--- src/sv/multi_channel_actuator_flasher_macros.svh ---
// Assertion macros for the multi-channel actuator flasher.
`ifndef MULTI_CHANNEL_ACTUATOR_FLASHER_MACROS_SVH
`define MULTI_CHANNEL_ACTUATOR_FLASHER_MACROS_SVH

// The antecedent implies the consequent in the same cycle.
`define MCAF_ASSERT_SAME(lbl, ante, cons) \
  lbl: assert property (@(posedge clk) disable iff (rst) (ante) |-> (cons)) \
    else $error("mcaf: same-cycle check failed");

// The antecedent implies the consequent in the following cycle.
`define MCAF_ASSERT_NEXT(lbl, ante, cons) \
  lbl: assert property (@(posedge clk) disable iff (rst) (ante) |=> (cons)) \
    else $error("mcaf: next-cycle check failed");

`endif

--- src/sv/mcaf_pkg.sv ---
// Types and constants shared by the multi-channel actuator flasher.
`default_nettype none
package mcaf_pkg;

  // Operation codes of a request.
  localparam logic OP_STORE = 1'b0;
  localparam logic OP_TICK  = 1'b1;

  // Request kinds.
  localparam logic [2:0] K_ACTIVATE    = 3'd0;
  localparam logic [2:0] K_DEACTIVATE  = 3'd1;
  localparam logic [2:0] K_FAST_TIMED  = 3'd2;
  localparam logic [2:0] K_FAST_STEADY = 3'd3;
  localparam logic [2:0] K_SLOW_TIMED  = 3'd4;
  localparam logic [2:0] K_SLOW_STEADY = 3'd5;

  // Channel status codes.
  localparam logic [1:0] ST_UNTREATED = 2'd0;
  localparam logic [1:0] ST_UNDER     = 2'd1;
  localparam logic [1:0] ST_FINISHED  = 2'd2;

  // Register indexes and reset values.
  localparam logic REG_FAST_PERIOD = 1'b0;
  localparam logic REG_SLOW_PERIOD = 1'b1;
  localparam logic [7:0] FAST_PERIOD_RST = 8'd1;
  localparam logic [7:0] SLOW_PERIOD_RST = 8'd5;

  typedef struct packed {
    logic       operation;
    logic [2:0] channel;
    logic [2:0] request_kind;
    logic [7:0] duration;
  } req_t;

  typedef struct packed {
    logic [7:0] levels;
    logic [7:0] busy_res;
  } res_t;

  typedef enum logic [4:0] {
    S_IDLE  = 5'b00001,
    S_SCAN  = 5'b00010,
    S_DIV   = 5'b00100,
    S_APPLY = 5'b01000,
    S_DONE  = 5'b10000
  } state_t;

endpackage
`default_nettype wire

--- src/sv/multi_channel_actuator_flasher.sv ---
// Store request: the table is written on accept, then the done state posts the result; one request at a time.
// Tick request: walks every channel in the scan state; a timed flash channel with a nonzero
// count also passes through the divide and apply states (a shared 8-step restoring divider
// forms count mod period), then the done state posts the result.
// Synchronous active-high reset sets all channels finished, kinds and counts
// to zero, all levels off and the periods to 1 and 5.
`default_nettype none
`include "multi_channel_actuator_flasher_macros.svh"
module multi_channel_actuator_flasher #(
  parameter int CHANNELS = 8
) (
  input  wire logic           clk,
  input  wire logic           rst,
  input  wire logic           req_valid,
  output      logic           req_ready,
  input  wire mcaf_pkg::req_t req,
  output      logic           res_valid,
  input  wire logic           res_ready,
  output      mcaf_pkg::res_t res,
  input  wire logic           psel,
  input  wire logic           penable,
  input  wire logic           pwrite,
  input  wire logic [2:0]     paddr,
  input  wire logic [31:0]    pwdata,
  output      logic [31:0]    prdata,
  output      logic           pready
);

  localparam int IDXW = (CHANNELS > 1) ? $clog2(CHANNELS) : 1;
  localparam logic [IDXW-1:0] LAST_IDX = IDXW'(CHANNELS - 1);

  mcaf_pkg::state_t state;

  // Channel tables and drive levels.
  logic [2:0]          kind_tbl   [CHANNELS];
  logic [1:0]          status_tbl [CHANNELS];
  logic [7:0]          count_tbl  [CHANNELS];
  logic [CHANNELS-1:0] lvl;
  logic [CHANNELS-1:0] busy;

  logic [7:0]      fast_period;
  logic [7:0]      slow_period;
  logic [IDXW-1:0] idx;

  // Shared divider registers.
  logic [7:0] dvd;
  logic [7:0] dvs;
  logic [7:0] rem;
  logic [2:0] step;
  logic [8:0] rem_sh;
  logic       rem_ge;
  logic [7:0] rem_next;

  logic [2:0]      cur_kind;
  logic [1:0]      cur_st;
  logic [7:0]      cur_cnt;
  logic [7:0]      cnt_dec;
  logic [7:0]      fp_eff;
  logic [7:0]      sp_eff;
  logic [IDXW-1:0] store_idx;
  logic            store_ok;
  logic            cfg_wr;
  logic [31:0]     lvl_w;
  logic [31:0]     busy_w;

  assign req_ready = (state == mcaf_pkg::S_IDLE);
  assign pready    = 1'b1;
  assign cfg_wr    = psel && penable && pwrite;

  // Register read-back.
  always_comb begin
    if (paddr[2] == mcaf_pkg::REG_SLOW_PERIOD) begin
      prdata = {24'd0, slow_period};
    end else begin
      prdata = {24'd0, fast_period};
    end
  end

  // Current channel and effective periods; a zero period acts as one.
  assign cur_kind  = kind_tbl[idx];
  assign cur_st    = status_tbl[idx];
  assign cur_cnt   = count_tbl[idx];
  assign cnt_dec   = cur_cnt - 8'd1;
  assign fp_eff    = (fast_period == 8'd0) ? 8'd1 : fast_period;
  assign sp_eff    = (slow_period == 8'd0) ? 8'd1 : slow_period;
  assign store_idx = IDXW'(req.channel);
  assign store_ok  = (32'(req.channel) < CHANNELS);

  // One restoring division step per cycle.
  assign rem_sh   = {rem, dvd[7]};
  assign rem_ge   = (rem_sh >= {1'b0, dvs});
  assign rem_next = rem_ge ? 8'(rem_sh - {1'b0, dvs}) : rem_sh[7:0];

  // Busy bitmap from the status of every channel.
  always_comb begin
    for (int c = 0; c < CHANNELS; c++) begin
      busy[c] = (status_tbl[c] != mcaf_pkg::ST_FINISHED);
    end
  end

  assign lvl_w  = 32'(lvl);
  assign busy_w = 32'(busy);

  // Configuration registers.
  always_ff @(posedge clk) begin
    if (rst) begin
      fast_period <= mcaf_pkg::FAST_PERIOD_RST;
      slow_period <= mcaf_pkg::SLOW_PERIOD_RST;
    end else if (cfg_wr) begin
      if (paddr[2] == mcaf_pkg::REG_SLOW_PERIOD) begin
        slow_period <= pwdata[7:0];
      end else begin
        fast_period <= pwdata[7:0];
      end
    end
  end

  // Sequencer, channel tables and result register.
  always_ff @(posedge clk) begin
    if (rst) begin
      state     <= mcaf_pkg::S_IDLE;
      idx       <= '0;
      lvl       <= '0;
      res_valid <= 1'b0;
      step      <= '0;
      for (int c = 0; c < CHANNELS; c++) begin
        kind_tbl[c]   <= '0;
        status_tbl[c] <= mcaf_pkg::ST_FINISHED;
        count_tbl[c]  <= '0;
      end
    end else begin
      // The done state posts its own result, so it handles valid itself.
      if (res_valid && res_ready && state != mcaf_pkg::S_DONE) begin
        res_valid <= 1'b0;
      end
      case (state)
        mcaf_pkg::S_IDLE: begin
          if (req_valid) begin
            idx <= '0;
            if (req.operation == mcaf_pkg::OP_TICK) begin
              state <= mcaf_pkg::S_SCAN;
            end else begin
              if (store_ok) begin
                kind_tbl[store_idx]   <= req.request_kind;
                count_tbl[store_idx]  <= req.duration;
                status_tbl[store_idx] <= mcaf_pkg::ST_UNTREATED;
              end
              state <= mcaf_pkg::S_DONE;
            end
          end
        end

        mcaf_pkg::S_SCAN: begin
          // Timed flashes with a count left go through the divider.
          if (cur_st != mcaf_pkg::ST_FINISHED &&
              (cur_kind == mcaf_pkg::K_FAST_TIMED || cur_kind == mcaf_pkg::K_SLOW_TIMED) &&
              cur_cnt != 8'd0) begin
            rem   <= '0;
            step  <= '0;
            state <= mcaf_pkg::S_DIV;
            if (cur_kind == mcaf_pkg::K_FAST_TIMED) begin
              dvd <= cur_cnt;
              dvs <= fp_eff;
            end else begin
              dvd            <= cnt_dec;
              dvs            <= sp_eff;
              count_tbl[idx] <= cnt_dec;
            end
          end else begin
            if (cur_st != mcaf_pkg::ST_FINISHED) begin
              case (cur_kind)
                mcaf_pkg::K_FAST_TIMED, mcaf_pkg::K_SLOW_TIMED: begin
                  // Count spent: switch off and retire.
                  lvl[idx]        <= 1'b0;
                  status_tbl[idx] <= mcaf_pkg::ST_FINISHED;
                end
                mcaf_pkg::K_FAST_STEADY, mcaf_pkg::K_SLOW_STEADY: begin
                  if (cur_cnt == 8'd0) begin
                    lvl[idx] <= ~lvl[idx];
                    count_tbl[idx] <= (cur_kind == mcaf_pkg::K_FAST_STEADY) ?
                                      fp_eff - 8'd1 : sp_eff - 8'd1;
                  end else begin
                    count_tbl[idx] <= cnt_dec;
                  end
                end
                mcaf_pkg::K_ACTIVATE: begin
                  if (cur_st == mcaf_pkg::ST_UNTREATED) begin
                    lvl[idx] <= 1'b1;
                    status_tbl[idx] <= (cur_cnt == 8'd0) ? mcaf_pkg::ST_FINISHED :
                                                           mcaf_pkg::ST_UNDER;
                  end else begin
                    count_tbl[idx] <= cnt_dec;
                    if (cnt_dec == 8'd0) begin
                      lvl[idx]        <= 1'b0;
                      status_tbl[idx] <= mcaf_pkg::ST_FINISHED;
                    end
                  end
                end
                mcaf_pkg::K_DEACTIVATE: begin
                  lvl[idx]        <= 1'b0;
                  status_tbl[idx] <= mcaf_pkg::ST_FINISHED;
                end
                default: begin
                  // Unknown kinds retire without touching the output.
                  status_tbl[idx] <= mcaf_pkg::ST_FINISHED;
                end
              endcase
            end
            if (idx == LAST_IDX) begin
              idx   <= '0;
              state <= mcaf_pkg::S_DONE;
            end else begin
              idx <= idx + 1'b1;
            end
          end
        end

        mcaf_pkg::S_DIV: begin
          rem  <= rem_next;
          dvd  <= {dvd[6:0], 1'b0};
          step <= step + 3'd1;
          if (step == 3'd7) begin
            state <= mcaf_pkg::S_APPLY;
          end
        end

        mcaf_pkg::S_APPLY: begin
          // Toggle on a period boundary; the fast count drops afterwards.
          if (rem == 8'd0) begin
            lvl[idx] <= ~lvl[idx];
          end
          if (cur_kind == mcaf_pkg::K_FAST_TIMED) begin
            count_tbl[idx] <= cnt_dec;
          end
          if (idx == LAST_IDX) begin
            idx   <= '0;
            state <= mcaf_pkg::S_DONE;
          end else begin
            idx   <= idx + 1'b1;
            state <= mcaf_pkg::S_SCAN;
          end
        end

        mcaf_pkg::S_DONE: begin
          if (!res_valid || res_ready) begin
            res_valid <= 1'b1;
            state     <= mcaf_pkg::S_IDLE;
          end
        end

        default: begin
          state <= mcaf_pkg::S_IDLE;
        end
      endcase
    end
  end

  // Result payload, loaded as the result is posted.
  always_ff @(posedge clk) begin
    if (state == mcaf_pkg::S_DONE && (!res_valid || res_ready)) begin
      res.levels   <= lvl_w[7:0];
      res.busy_res <= busy_w[7:0];
    end
  end

  // The divider remainder stays below the divisor.
  `MCAF_ASSERT_SAME(a_rem_below_divisor, state == mcaf_pkg::S_DIV, rem < dvs)
  // Eight division steps lead straight to the apply step.
  `MCAF_ASSERT_NEXT(a_div_to_apply, state == mcaf_pkg::S_DIV && step == 3'd7,
                    state == mcaf_pkg::S_APPLY)
  // A stored request leaves its channel untreated.
  `MCAF_ASSERT_NEXT(a_store_untreated,
                    req_valid && req_ready && req.operation == mcaf_pkg::OP_STORE && store_ok,
                    status_tbl[$past(store_idx)] == mcaf_pkg::ST_UNTREATED)

endmodule
`default_nettype wire

--- config.mk ---
export PLATFORM = sky130hd
export DESIGN_NAME = multi_channel_actuator_flasher
export DESIGN_NICKNAME = d
export VERILOG_FILES = /design/src/sv/mcaf_pkg.sv /design/src/sv/multi_channel_actuator_flasher.sv
export VERILOG_INCLUDE_DIRS = /design/src /design/src/sv
export SDC_FILE = /design/constraint.sdc
export NUM_CORES = 1
export LEC_CHECK = 0
export BUFFER_PORTS_ARGS = -buffer_cell sky130_fd_sc_hd__buf_4
export CAP_MARGIN = 30
export CORE_UTILIZATION = 30
export CTS_CLUSTER_SIZE = 8
export DETAILED_ROUTE_END_ITERATION = 8
export PLACE_DENSITY = 0.54
export SLEW_MARGIN = 30
export SYNTH_ARGS = -nofsm -noshare
export SYNTH_HDL_FRONTEND = slang
export SYNTH_SLANG_ARGS = --single-unit
--- constraint.sdc ---
create_clock -name clk -period 4 [get_ports clk]
set_input_delay 0 -clock clk [delete_from_list [all_inputs] [get_ports clk]]
set_output_delay 0 -clock clk [all_outputs]
set_load 0.01 [all_outputs]
-- After elaboration in Yosys (flattened, before gate mapping)
Memories as Yosys holds them, arrays and structs flattened. A register that Yosys moved wholly into a read port is not among the register bits.
Cells that the tools add are included.
- add/subtract/negate cells: 6
- magnitude comparators: 3
- equality and inequality tests: 33
- mux-type cells: 141
- bitwise operators: 14
- reduce and logical (&&, ||, !) cells: 39
- operators by type and width (operator ; number):
    2-to-1 mux 8 bit ; 21
    2-to-1 mux 1 bit ; 80
    2-to-1 mux 3 bit ; 16
    one-hot mux 8 bit (2 select lines) ; 3
    zero test 8 bit ; 5
    2-to-1 mux 5 bit ; 7
    inequality test 2 bit, second input constant ; 16
    one-hot mux 5 bit (5 select lines) ; 1
    one-hot mux 8 bit (3 select lines) ; 1
    subtractor 8 x 1 -> 8 bit, second input constant ; 3
    OR reduction 8 bit ; 2
    2-to-1 mux 2 bit ; 7
    equality test 3 bit, second input constant ; 4
    greater-or-equal comparator 9 x 8 -> 1 bit ; 1
    one-hot mux 3 bit (3 select lines) ; 1
    AND reduction 3 bit ; 3
    AND 8 bit ; 1
    bitwise mux 8 bit ; 1
    logical AND 1 bit ; 8
    NOT 8 bit ; 1
    bitwise OR 1 bit ; 8
    bitwise OR 8 bit ; 1
    nonzero test 8 bit ; 1
    OR reduction 2 bit ; 4
    30 further kinds ; 40
- register bits after elaboration: 76
- memory bits (writable): 104
- output and inout port bits: 51
- memories: 3
- memory list (memory ; depth ; width ; read ports ; clocked after Yosys merged registers in ; wr ports ; line ; RTL):
    count_tbl ; 8 ; 8 ; 1 ; 1 ; 8 ; multi_channel_actuator_flasher.sv:37 ; logic [7:0] count_tbl [CHANNELS];
    kind_tbl ; 8 ; 3 ; 1 ; 1 ; 8 ; multi_channel_actuator_flasher.sv:35 ; logic [2:0] kind_tbl [CHANNELS];
    status_tbl ; 8 ; 2 ; 9 ; 1 ; 8 ; multi_channel_actuator_flasher.sv:36 ; logic [1:0] status_tbl [CHANNELS];

-- Logic depth before layout (Yosys ltp)
- depth after elaboration: 15
- gate-level depth with buffers: 16
- gate-level depth less buffers: 12

-- Least setup slack after synthesis
OpenSTA, ideal clock, no wires.
- path kind: register to register
- start: register with a tool-made name
- end: memory count_tbl[4][0], enable pin
- arrival: 3273 ps
- data required time: 3697 ps
- setup slack: 424 ps
- cell stages (with the launch flop): 14
- period minus slack after synthesis: 3576 ps
- path through: dfxtp_1 buf_4 mux4_2 mux2i_1 ha_1 inv_1 a41oi_1 nor4bb_1 buf_4 nor4b_4 o2bb2ai_4 buf_6 a21oi_2 nand2_1
- RTL lines (item ; line):
    end, declared ; multi_channel_actuator_flasher.sv:37

==> impl_metrics.ini <==
[detailed_routing]
wl_per_cell_um = 17.45
dr_total_vias = 7313
wirelength_mm = 25.99
drt_iter0_markers = 617
firstDrtPassIters = 6
routed_via_density = 4.911
ant_nets = 0
route.detailed.drc = 0

[yosys]
async_flop_share_pct = 0
ys_ff_latch = 183
synth.area.top_cells = edfxtp_1 (43%), dfxtp_1 (7.8%), nor2_1 (5.2%)
synth_top_cell_by_area = edfxtp_1
ys.flop_type = edfxtp_1
synthTopCellsByCount = edfxtp_1 (144), nor2_1 (138), nand2_1 (109)
yosysMostFrequentCell = edfxtp_1
synthesis.instances = 941
yosysSeqAreaShare_pct = 50.79
synth_edf_count = 144
syn-cell-area_sq_um = 10050
yosysTopAreaCellShare_pct = 43.02
yosysWarnings = 0
ys_types = 82
synth_area_per_cell_sq_um = 10.68

[critical_path]
crit_chain = buf_4 > mux4_2 > mux2_2 > o31ai_1 > a31oi_1 > o2bb2ai_4 > mux2i_2 > nor2_1
r2r_slack_ns = 0.29
r2r_cells = 8
cp_max_fo = 16
cp_num_buf_inv = 1
critical_path_required_ns = 4.17
startpoint_type = flop
critPathSlowestCell = o2bb2ai_4
endpoint_kind = flop
slowest_delay_ns = 0.58
r2r_end = count_tbl[0][3]
crit_family = multiplexers
worstPathArrival_ns = 3.88
path_class = flop to flop

[timing]
hold_viol = 0
rsz0062_at_grt = false
final_max_slew_viol_count = 0
fmax_mhz = 269.5
fin_worst_skew_ns = 0.01652
finalSetupViolations = 0
min_period_ns = 3.711
setup_tns_ns = 0
post-route-period-util_pct = 92.77
worstMarginPinSlew_ns = 0.9527
relSlewSlack_pct = 36.00

[run]
maxCapViolations = 0

[hold_path]
min_from = rst
hold_path_end = state[2]
hold_path_depth = 2
worstHoldPathType = primary input to flop

[cts]
cts_setup_buffers = 0
h-tree-depth = 4
cts_made_buffers = 17
tritoncts = done
cts-root-buf = clkbuf_16
cts.sinks = 183
clk_path_buf_depth = 2
insertion_delay_ns = 0.43
cts.reportedPaths.clkPinSlew_ns = 0.08

[placement]
gp_routability_congestion = 0.8050
dp_hpwl_mm = 19.32
io_buffers = 56

[final_layout]
drive_above_1_share_pct = 18.82
num-nets-final = 1108
syn2layout_area_growth_pct = 17.29
n_antenna_cell = 0

[die]
num_rows = 66
die_area_sq_um = 34240
core_area_sq_um = 32780
die_y_um = 185.0
ios = 108
fp.dieW_um = 185.0
initial_core_util_pct = 30.66

[pwr]
cellPowerDensity_nw_per_um2 = 351.4
vdd_drop_max_uv = 270.6
fin_total_pwr_mw = 4.143
power.leakage_nw = 4.368

[status]
outcome = finished clean

[global_route]
grt_pass1_wl_mm = 40.90
antenna_found_initial = 0
grt_start_max_net_pins = 41
grt_pass1_vias = 7382
track_usage_pct = 15.72
grt-ovfl-total = 0
## worst register-to-register path: cells and delay by family, from the launching register on
family,cells,cell delay [ns]
AND/OR/NAND/NOR,1,0.09
flip-flops,1,0.50
buffers and inverters,1,0.25
AO/OA/AOI/OAI,3,1.03
multiplexers,3,1.56
## cells by family (layout without fill, tap and decap cells)
group | count (synthesis) | count (layout) | synth area share [%]
AND/OR/NAND/NOR | 400 | 400 | 19.25
flip-flops | 183 | 183 | 50.79
AO/OA/AOI/OAI | 139 | 139 | 9.623
buffers and inverters | 99 | 182 | 5.166
multiplexers | 79 | 79 | 10.98
XOR/XNOR | 21 | 21 | 1.830
adder cells (fa/ha/maj) | 18 | 18 | 2.291
other | 2 | 25 | 0.07472
## placed cells by master, fill, tap and decap left out, types with 8 or more instances in the layout
master,instances
mux4_2,19
nand2b_1,16
o21a_1,8
inv_1,34
nand2_1,109
xnor2_1,13
a21oi_1,48
and2_1,25
dfxtp_1,38
nor3_1,18
ha_1,16
conb_1,25
buf_4,100
o21ai_0,15
xor2_1,8
dlygate4sd3_1,14
clkbuf_16,17
nor2_1,138
edfxtp_1,144
mux2_2,15
nand4_1,11
nand3b_1,8
nand3_1,24
mux2i_1,37
a21oi_2,8
## metrics by stage
step	cells	utilization [%]	hold WS (ns)	cell area [sq um]	setup slack (ns)
finish	1489	35.96	0.02467	11790	0.2890
CTS	1489	35.96	0.004934	11790	0.1226
global placement	1443	33.80	0.2318	11080	0.2141
global route	1489	35.96	0.02508	11790	0.1044
detailed placement	1443	33.82	0.2348	11090	0.1541
floorplan	964	-	0.1241	10140	0.4238
## where the power goes
group | leakage, nW | internal [mW] | switching, mW
Combinational | 2.36 | 0.155 | 0.237
Sequential | 1.72 | 2.10 | 0.0299
Clock | 0.282 | 0.825 | 0.798
## state kept, by name, indices dropped and copies added (netlist names), named ones only
name,flops
count_tbl,64
kind_tbl,24
res,16
status_tbl,16
dvd,8
dvs,8
fast_period,8
lvl,8
rem,8
slow_period,8
state,5
idx,3
step,3
res_valid,1
## layout make-up
cell class | instances | area, sq um
fillers | 3273 | 21000
well taps | 442 | 553.0
clock inverters | 15 | 135.1
flip-flops and latches | 183 | 5106
clock buffers | 17 | 425.4
repair buffers | 115 | 910.9
multi-input cells | 682 | 4527
inverters | 35 | 131.4
## timing repair
item,in CTS,in global routing
endpoints found under the setup margin,0,27
hold buffers,14,0
resized for setup,0,1
hold endpoints to repair,43,0
## worst max-delay path by stage
stage | start | to | cells past startpoint
floorplan | flop | count_tbl[4][0] | 13
detailed placement | flop | flop | 11
global placement | flop | status_tbl[3][0] | 10
finish | flop | count_tbl[0][3] | 8
global route | flop | count_tbl[0][6] | 13
CTS | flop | flop | 11
## per-layer routing
layer	vias to the layer above	routed length, um	GRT usage (%)
met2	166	12670	26.23
li1	3559	-	-
met3	22	930	2.536
met5	-	0	0
met1	3566	12120	21.25
met4	0	271	3.669
(Power assumes the default switching activity.)
